File: config.mk
export PLATFORM = sky130hd
export DESIGN_NAME = led_driver_grayscale_serializer
export DESIGN_NICKNAME = d
export VERILOG_FILES = /design/src/rtl/ledgs_pkg.sv /design/src/rtl/led_driver_grayscale_serializer.sv
export SDC_FILE = /design/constraint.sdc
export NUM_CORES = 1
export LEC_CHECK = 0
export ABC_AREA = 1
export BUFFER_PORTS_ARGS = -buffer_cell sky130_fd_sc_hd__buf_2
export CAP_MARGIN = 15
export CORE_ASPECT_RATIO = 1.2
export CORE_MARGIN = 10
export CORE_UTILIZATION = 40
export CTS_CLUSTER_DIAMETER = 80
export DETAILED_ROUTE_END_ITERATION = 16
export GPL_TIMING_DRIVEN = 1
export PLACE_DENSITY = 0.52
export SLEW_MARGIN = 20
export SYNTH_ARGS = -nofsm -noshare
export SYNTH_HDL_FRONTEND = slang
export SYNTH_SLANG_ARGS = --single-unit
File: constraint.sdc
create_clock -name clk -period 3.05 [get_ports clk]
set_clock_uncertainty 0.1 [all_clocks]
set_input_delay 0.61 -clock clk [delete_from_list [all_inputs] [get_ports clk]]
set_output_delay 0.61 -clock clk [all_outputs]
set_load 0.05 [all_outputs]
File: src/rtl/ledgs_pkg.sv
`default_nettype none
// ----------------------------------------------------------------------------
// ledgs_pkg
// Shared constants and codes of the LED driver grayscale serialiser.
// ----------------------------------------------------------------------------
package ledgs_pkg;

	localparam int CHANNELS = 48;
	localparam int CH_W     = $clog2(CHANNELS);
	localparam int GS_W     = 12;
	localparam int DC_W     = 6;

	localparam logic [GS_W-1:0] GS_MAX = {GS_W{1'b1}};
	localparam logic [DC_W-1:0] DC_MAX = {DC_W{1'b1}};

	typedef enum logic [2:0] {
		MODE_WR_GS  = 3'd0,
		MODE_WR_DC  = 3'd1,
		MODE_UPDATE = 3'd2,
		MODE_INIT   = 3'd3,
		MODE_TICK   = 3'd4
	} mode_t;

	typedef enum logic [2:0] {
		ACT_BLANK_HI = 3'd0,
		ACT_PROG_LO  = 3'd1,
		ACT_LATCH    = 3'd2,
		ACT_XCLK     = 3'd3,
		ACT_BLANK_LO = 3'd4,
		ACT_GS_WORD  = 3'd5,
		ACT_DC_WORD  = 3'd6
	} action_t;

endpackage

`default_nettype wire

File: src/rtl/led_driver_grayscale_serializer.sv
`default_nettype none
// ----------------------------------------------------------------------------
// led_driver_grayscale_serializer
// Host-side loader for a chain of grayscale LED drivers.
//
// Commands arrive on the s_ channel: tuser carries the mode, tdata the channel
// and value. Brightness/correction writes and update requests give no result.
// Init and refresh tick emit a run of actions on the m_ channel, tuser the
// action, tdata the word and its channel, tlast on the final transfer of the
// run.
// Words come from two single-port synchronous memories through a read stage,
// so words stream one transfer per cycle while the receiver takes them: init
// gives CHANNELS + 2 transfers, a tick 2 to 5 plus CHANNELS when data is
// pending. A command is taken only once the previous run has been issued; a
// tick then starts in the fixed-action state, an init in the read stage.
// A stall on m_tready holds the output register and the memory read stage.
// Reset clears the flags and the per-entry valid bits, so brightness reads as
// zero and correction as full scale until written; no clearing pass is needed.
// ----------------------------------------------------------------------------
module led_driver_grayscale_serializer
	import ledgs_pkg::*;
(
	input  wire logic        clk,
	input  wire logic        arst_n,
	input  wire logic        s_tvalid,
	output      logic        s_tready,
	input  wire logic [23:0] s_tdata,  // [7:0] channel, [23:8] value
	input  wire logic [2:0]  s_tuser,  // [2:0] mode
	output      logic        m_tvalid,
	input  wire logic        m_tready,
	output      logic [23:0] m_tdata,  // [11:0] word, [17:12] word_channel, [23:18] zero
	output      logic [2:0]  m_tuser,  // [2:0] action
	output      logic        m_tlast
);

	typedef enum logic [2:0] {
		ST_IDLE = 3'b001,
		ST_FIX  = 3'b010,
		ST_WORD = 3'b100
	} state_t;

	state_t            state_q;
	logic [4:0]        mask_q;
	logic              words_after_q;
	logic              fix_after_q;
	logic              sel_dc_q;
	logic              data_pend_q;
	logic              latch_pend_q;
	logic              prog_q;
	logic [CH_W-1:0]   rd_idx_q;
	logic              rd_done_q;
	logic              rd_s1;
	logic [CH_W-1:0]   idx_s1;
	logic [GS_W-1:0]   gs_s1;
	logic [DC_W-1:0]   dc_s1;
	logic              gs_ok_s1;
	logic              dc_ok_s1;
	logic [CHANNELS-1:0] gs_vld_q;
	logic [CHANNELS-1:0] dc_vld_q;
	logic [GS_W-1:0]   gs_mem [CHANNELS];
	logic [DC_W-1:0]   dc_mem [CHANNELS];

	logic              out_vld_q;
	logic [2:0]        out_act_q;
	logic [GS_W-1:0]   out_word_q;
	logic [CH_W-1:0]   out_ch_q;
	logic              out_last_q;

	logic              accept;
	mode_t             mode;
	logic [7:0]        ch_in;
	logic [15:0]       val_in;
	logic              ch_ok;
	logic [CH_W-1:0]   ch_idx;
	logic [GS_W-1:0]   gs_sat;
	logic [DC_W-1:0]   dc_sat;
	logic              out_free;
	logic              rd_en;
	logic [2:0]        fix_act;
	logic [4:0]        mask_nxt;
	logic              load_fix;
	logic              load_word;
	logic [GS_W-1:0]   word_val;

	assign mode     = mode_t'(s_tuser);
	assign ch_in    = s_tdata[7:0];
	assign val_in   = s_tdata[23:8];
	assign ch_ok    = ch_in < 8'(CHANNELS);
	assign ch_idx   = ch_in[CH_W-1:0];
	assign gs_sat   = (val_in > 16'(GS_MAX)) ? GS_MAX : val_in[GS_W-1:0];
	assign dc_sat   = (val_in > 16'(DC_MAX)) ? DC_MAX : val_in[DC_W-1:0];

	assign s_tready = (state_q == ST_IDLE);
	assign accept   = s_tvalid && s_tready;
	assign out_free = !out_vld_q || m_tready;

	// lowest pending fixed action; codes run in emission order
	always_comb begin
		priority if (mask_q[0]) fix_act = ACT_BLANK_HI;
		else if (mask_q[1])     fix_act = ACT_PROG_LO;
		else if (mask_q[2])     fix_act = ACT_LATCH;
		else if (mask_q[3])     fix_act = ACT_XCLK;
		else                    fix_act = ACT_BLANK_LO;
	end
	assign mask_nxt  = mask_q & (mask_q - 5'd1);
	assign load_fix  = (state_q == ST_FIX) && out_free;
	assign load_word = (state_q == ST_WORD) && rd_s1 && out_free;
	assign rd_en     = (state_q == ST_WORD) && !rd_done_q && (!rd_s1 || out_free);

	always_comb begin
		if (sel_dc_q) begin
			word_val = dc_ok_s1 ? {{(GS_W-DC_W){1'b0}}, dc_s1} : {{(GS_W-DC_W){1'b0}}, DC_MAX};
		end else begin
			word_val = gs_ok_s1 ? gs_s1 : '0;
		end
	end

	// store writes and the read stage
	always_ff @(posedge clk) begin
		if (accept && ch_ok && mode == MODE_WR_GS) begin
			gs_mem[ch_idx] <= gs_sat;
		end
		if (accept && ch_ok && mode == MODE_WR_DC) begin
			dc_mem[ch_idx] <= dc_sat;
		end
		if (rd_en) begin
			gs_s1    <= gs_mem[rd_idx_q];
			dc_s1    <= dc_mem[rd_idx_q];
			gs_ok_s1 <= gs_vld_q[rd_idx_q];
			dc_ok_s1 <= dc_vld_q[rd_idx_q];
			idx_s1   <= rd_idx_q;
		end
	end

	always_ff @(posedge clk or negedge arst_n) begin
		if (!arst_n) begin
			gs_vld_q <= '0;
			dc_vld_q <= '0;
		end else if (accept && ch_ok) begin
			if (mode == MODE_WR_GS) gs_vld_q[ch_idx] <= 1'b1;
			if (mode == MODE_WR_DC) dc_vld_q[ch_idx] <= 1'b1;
		end
	end

	// sequencer
	always_ff @(posedge clk or negedge arst_n) begin
		if (!arst_n) begin
			state_q       <= ST_IDLE;
			mask_q        <= '0;
			words_after_q <= 1'b0;
			fix_after_q   <= 1'b0;
			sel_dc_q      <= 1'b0;
			data_pend_q   <= 1'b0;
			latch_pend_q  <= 1'b0;
			prog_q        <= 1'b0;
			rd_idx_q      <= '0;
			rd_done_q     <= 1'b0;
			rd_s1         <= 1'b0;
		end else begin
			if (rd_en) begin
				rd_idx_q  <= rd_idx_q - CH_W'(1);
				rd_done_q <= (rd_idx_q == '0);
			end
			if (rd_en) begin
				rd_s1 <= 1'b1;
			end else if (out_free) begin
				rd_s1 <= 1'b0;
			end

			unique case (state_q)
				ST_IDLE: begin
					if (accept) begin
						unique case (mode)
							MODE_UPDATE: data_pend_q <= 1'b1;
							MODE_INIT: begin
								prog_q        <= 1'b1;
								sel_dc_q      <= 1'b1;
								mask_q        <= 5'b10100;
								fix_after_q   <= 1'b1;
								words_after_q <= 1'b0;
								rd_idx_q      <= CH_W'(CHANNELS - 1);
								rd_done_q     <= 1'b0;
								state_q       <= ST_WORD;
							end
							MODE_TICK: begin
								prog_q        <= 1'b0;
								latch_pend_q  <= data_pend_q;
								data_pend_q   <= 1'b0;
								sel_dc_q      <= 1'b0;
								mask_q        <= {1'b1, prog_q, latch_pend_q, prog_q, 1'b1};
								fix_after_q   <= 1'b0;
								words_after_q <= data_pend_q;
								state_q       <= ST_FIX;
							end
							default: ;
						endcase
					end
				end
				ST_FIX: begin
					if (load_fix) begin
						mask_q <= mask_nxt;
						if (mask_nxt == '0) begin
							if (words_after_q) begin
								rd_idx_q  <= CH_W'(CHANNELS - 1);
								rd_done_q <= 1'b0;
								state_q   <= ST_WORD;
							end else begin
								state_q <= ST_IDLE;
							end
						end
					end
				end
				ST_WORD: begin
					if (load_word && idx_s1 == '0) begin
						state_q <= fix_after_q ? ST_FIX : ST_IDLE;
					end
				end
				default: state_q <= ST_IDLE;
			endcase
		end
	end

	// output register
	always_ff @(posedge clk or negedge arst_n) begin
		if (!arst_n) begin
			out_vld_q <= 1'b0;
		end else if (load_fix || load_word) begin
			out_vld_q <= 1'b1;
		end else if (m_tready) begin
			out_vld_q <= 1'b0;
		end
	end

	always_ff @(posedge clk) begin
		if (load_fix) begin
			out_act_q  <= fix_act;
			out_word_q <= '0;
			out_ch_q   <= '0;
			out_last_q <= (mask_nxt == '0) && !words_after_q;
		end else if (load_word) begin
			out_act_q  <= sel_dc_q ? ACT_DC_WORD : ACT_GS_WORD;
			out_word_q <= word_val;
			out_ch_q   <= idx_s1;
			out_last_q <= (idx_s1 == '0) && !fix_after_q;
		end
	end

	assign m_tvalid = out_vld_q;
	assign m_tuser  = out_act_q;
	assign m_tdata  = {{(24-GS_W-CH_W){1'b0}}, out_ch_q, out_word_q};
	assign m_tlast  = out_last_q;

endmodule

`default_nettype wire

After elaboration in Yosys (flattened, before gate mapping)
Memory sizes are Yosys's and may differ from the RTL's. A register that Yosys moved wholly into a read port is not among the register bits.
Index checks and enable logic that the tools add are counted.
{ "op_classes": {"n_reduce_logical": 38, "n_mux": 57, "n_bitwise": 3, "eq_ne": 12, "n_addsub": 2, "magnitude_cmp": 6} }
{ "ops": {"columns": ["operator", "n"], "rows": [
  ["$or 48x48->48", 2],
  ["$mux 6", 8],
  ["$mux 12", 3],
  ["$mux 3", 11],
  ["$pmux 5 s2", 2],
  ["$mux 1", 19],
  ["$gt 16x12->1 const B", 1],
  ["$gt 16x6->1 const B", 1],
  ["$lt 6x7->1 const B", 2],
  ["$logic_and 1x1->1", 13],
  ["$bmux 1 s6", 2],
  ["$logic_not 6->1", 2],
  ["$pmux 6 s2", 1],
  ["$reduce_bool 2->1", 6],
  ["$mux 5", 2],
  ["$eq 3x2->1 const B", 3],
  ["$pmux 3 s3", 1],
  ["$reduce_and 3->1", 3],
  ["$lt 8x6->1 const B", 1],
  ["$pmux 1 s2", 4],
  ["$demux 1 s6", 1],
  ["$eq 3x1->1 const B", 2],
  ["$eq 3x3->1 const B", 2],
  ["$ge 6x1->1 const B", 1],
  ["15 further kinds", 25]
]} }
{ "totals": {"mem_count": 2, "register_bits": 147, "ram_bits": 864, "inputBits": 31, "out_inout_bits": 30, "wordCells": 139} }
{ "mem_list": {"columns": ["memory", "words", "width", "read_ports", "rd_clocked_by_memory_dff", "wr", "line", "rtl"], "rows": [
  ["gs_mem", 48, 12, 1, 1, 1, "led_driver_grayscale_serializer.sv:60", "logic [GS_W-1:0] gs_mem [CHANNELS];"],
  ["dc_mem", 48, 6, 1, 1, 1, "led_driver_grayscale_serializer.sv:61", "logic [DC_W-1:0] dc_mem [CHANNELS];"]
]} }

Longest topological paths before layout
{ "logic_depth": {"depth_word": 9, "depth_mapped": 13, "depth_no_buf": 11} }

Worst setup path before layout
No wires, ideal clock.
{ "synth_path": {"path_kind": "input-to-reg", "startpoint": "in s_tdata[20]", "endpoint": "mem dc_mem[0][0] (data pin)", "n_path_buf": 0, "arrival_ns": 2.194, "setup_slack_ns": 0.294, "path_stages": 5, "setup_time_ns": 0.462, "required_ns": 2.488, "cell_sequence": "nor2_1 > nand2_1 > or2_2 > nor4_2 > nand2_1"} }
{ "synth_via": {"elab_chain_cells": 2} }
{ "synth_lines": {"columns": ["item", "line", "rtl"], "rows": [
  ["start, declared", "led_driver_grayscale_serializer.sv:27", "input wire logic [23:0] s_tdata,"],
  ["$gt 16x6->1", "led_driver_grayscale_serializer.sv:91", "assign dc_sat = (val_in > 16'(DC_MAX)) ? DC_MAX : val_in[DC_W-1:0];"],
  ["$mux 6", "led_driver_grayscale_serializer.sv:91", null],
  ["net dc_sat[0]", "led_driver_grayscale_serializer.sv:76", "logic [DC_W-1:0] dc_sat;"],
  ["end, declared", "led_driver_grayscale_serializer.sv:61", null]
]} }
The timed path passes the listed nets, and every way through them passes these cells.

==> results.tsv <==
stage	metric	value	unit
status	status	finished, final reports clean	
grt	GR Util met1	26.9	%
synthesis	Ys Warns	0	
clock_tree	clk buf depth	3	
worst_setup_path	Setup crit end kind	flop	
worst_setup_path	critical path class	reg2reg	
synthesis	Seq/Total Area, Yosys	65.3	%
clock_tree	CTS tree	done	
synthesis	top cells by area, synth	edfxtp_1 (58%), nand2_1 (13%), inv_1 (7.4%)	
worst_setup_path	crit-path most repeated cell	nand3_1	
worst_setup_path	crit path cell chain	inv_2 -> buf_4 -> buf_4 -> nand3_1 -> nand3_1 -> nand2_1 -> nand2_1 -> nand3_1	
grt	first-pass GRT wire length	198000	um
routing	routed vias/inst	4.90	
grt	largest net degree at the start of global routing	141	
die	num rows	136	
synthesis	Post-synth EDFFs	894	
grt	met3 usage	3.07	%
timing	Slew headroom	42.9	%
synthesis	Seq cells post-synth	1029	
routing	vias	31599	
timing	post-route minimum period	2.72	ns
grt	initial antenna violation count	6	
layout	layout cells sized above 1	9.07	%
grt	number of global-route vias before repair	30667	
synthesis	Async S/R FF share, synth	11.4	%
routing	final WL	133000	um
timing	final setup fails	0	
worst_setup_path	Critical Path Slowest Stage Cell	dfrtp_2	
synthesis	top-area cell type share of the netlist area	58.2	%
clock_tree	cts bufs inserted	108	
die	DIE AREA	129000	um^2
routing	DRC Markers	0	
placement	gpl congestion	0.826	
worst_setup_path	Crit path buffers/inverters	3	
grt	global route hottest layer	met2	
die	IO Pins	61	
timing	fmax	0.367	GHz
clock_tree	post-CTS setup buffer count	0	
grt	gr usage total	20.4	%
power	Pleak	22.6	nW
worst_setup_path	startpoint types	flop	
layout	area grow syn2layout	13.3	%
layout	final layout net count	4866	
clock_tree	CTS sink count	1029	
timing	Slew Viols, Final	0	
die	Die W	330	um
clock_tree	clk slew on worst S/H paths	0.06	ns
layout	# fillers	10804	
clock_tree	worst skew pair latency	0.72	ns
power	PwrDens	721	nW/um^2
synthesis	Post-synth top flop	edfxtp_1	
die	Die H	392	um
worst_setup_path	max incr delay on CP	0.58	ns
synthesis	Netlist cell types	40	
die	core area	115000	um^2
synthesis	synth cell count leaders	nand2_1 (1591), inv_1 (910), edfxtp_1 (894)	
timing	final period utilization	89.3	%
timing	setup_tns	0	ns
clock_tree	CTS Root Buffer Type	clkbuf_16	
placement	I/O Buffers	54	
synthesis	most frequent cell after synthesis	nand2_1	
routing	DRT Pass-1 Iters	5	
routing	mean routed wirelength per cell	20.6	um
worst_setup_path	WP data arrival	3.06	ns
worst_setup_path	family with the most delay on the worst path	buffers and inverters	
synthesis	Cells after Synth	4776	
grt	GRT Residual Overflow	0	
clock_tree	hold bufs inserted after CTS	1	
timing	actual slew at the worst max-slew pin	0.856	ns
timing	RSZ-0062 raised after global routing	no	
power	Worst VDD drop	0.584	mV
layout	Final Util	45.7	%
synthesis	cell taking the most area after synthesis	edfxtp_1	
worst_hold_path	Hold Path Class	in2reg	
synthesis	post-synthesis average cell area	9.67	um^2
grt	met2 Use GR	33.8	%
routing	initial DRC count	2637	
timing	Final Hold Fails	0	
worst_setup_path	CP Max Fanout	37	
clock_tree	htree depth	3	
flow_run	max_cap viols	0	
die	Initial Util	40.3	%
worst_setup_path	Data required, critical path	3.39	ns
clock_tree	Post-CTS Resized	0	
placement	Detail Placement HPWL	85900	um
routing	antenna-violating nets left	0	
synthesis	Syn Std Cell Area	46200	um^2
worst paths after layout:
check | startpoint | endpoint | slack [ns] | cells after the start
min in group asynchronous | arst_n | mask_q[4] | 0.40 | 2
max in group asynchronous | arst_n | dc_vld_q[4] | 1.66 | 3
min | s_tvalid | state_q[0] | 0.1 | 4
max reg2reg | rd_idx_q[2] | gs_s1[8] | 0.33 | 8
min reg2reg | out_word_q[7] | out_word_q[7] | 0.35 | 2
max | rd_idx_q[2] | gs_s1[8] | 0.33 | 8
stage by stage:
| stage | hold WS, ns | cells | setup slack, ns | area, um^2 | power, mW |
|---|---|---|---|---|---|
| 6_report | 0.0952 | 6449 | 0.327 | 52300 | 37.7 |
| 3_3_place_gp | 0.330 | 6240 | 0.354 | 48700 | 24.6 |
| 2_1_floorplan | 0.214 | 4781 | 0.294 | 46200 | 21.8 |
| 4_1_cts | 0.0373 | 6447 | 0.354 | 52300 | 38.0 |
| 5_1_grt | 0.105 | 6447 | 0.266 | 52300 | 39.5 |
| 3_5_place_dp | 0.336 | 6240 | 0.377 | 48700 | 24.6 |
tightest hold or removal path: cells and delay by family:
| kind | cells | cell delay, ns |
|---|---|---|
| AOI/OAI and AO/OA | 1 | 0.08 |
| and+or+nand+nor | 2 | 0.12 |
| buffers and inverters | 1 | 0.10 |
power by group:
part	internal, mW	leakage, nW	switching, mW
Clock	7.78	1.75	5.64
Sequential	15.3	10.8	0.196
Combinational	2.48	10.0	6.23
state kept, by name, summed over array words and instances (netlist names), 3 cells and up:
signal and cells:
gs_mem 576, dc_mem 288, dc_vld_q 48, gs_vld_q 48
gs_s1 12, out_word_q 12, dc_s1 6, idx_s1 6
out_ch_q 6, rd_idx_q 6, mask_q 5, m_tuser 3
state_q 3
logic make-up after synthesis:
logic type	Yosys count	synth area share, %
compound gates	166	1.91
other cells	1	0.00812
flops	1029	65.3
xor+xnor	1	0.0190
buf+inv	1145	10.2
simple gates	2432	22.5
fa+ha+maj	2	0.0542
final cells by class:
type,count,area (um^2),area share [%]
clock inverter,54,528,1.01
multi-input combinational,2607,11400,21.8
clock buffer,152,3040,5.82
antenna,2,5.00,0.00957
inverter,917,3460,6.61
sequential,1029,30100,57.7
timing repair buffer,170,1800,3.44
tap,1518,1900,3.63
placed cells by master (no fill, tap or decap), types with 11 or more instances in the layout:
master / synthesis / final
clkinv_2: 0 / 19
nor2_2: 34 / 33
buf_2: 143 / 53
clkbuf_8: 0 / 11
nor2_4: 48 / 50
clkbuf_16: 0 / 111
nand3_1: 594 / 594
nor3_1: 15 / 15
clkinv_1: 3 / 22
dfxtp_1: 18 / 18
buf_12: 4 / 52
inv_1: 910 / 909
nand2_2: 0 / 15
buf_4: 28 / 64
clkbuf_1: 33 / 30
nor2_1: 135 / 134
edfxtp_1: 894 / 894
o21ai_0: 132 / 132
dfrtp_1: 116 / 112
nand2_1: 1591 / 1576
routing by layer:
| metal | vias to the layer above | part of all wire [%] |
|---|---|---|
| met3 | 213 | 5.5 |
| li1 | 15171 | - |
| met5 | - | 0.023 |
| met2 | 837 | 48 |
| met4 | 4 | 3.5 |
| met1 | 15374 | 43 |
Note: power is estimated with default switching activity, not from simulation.
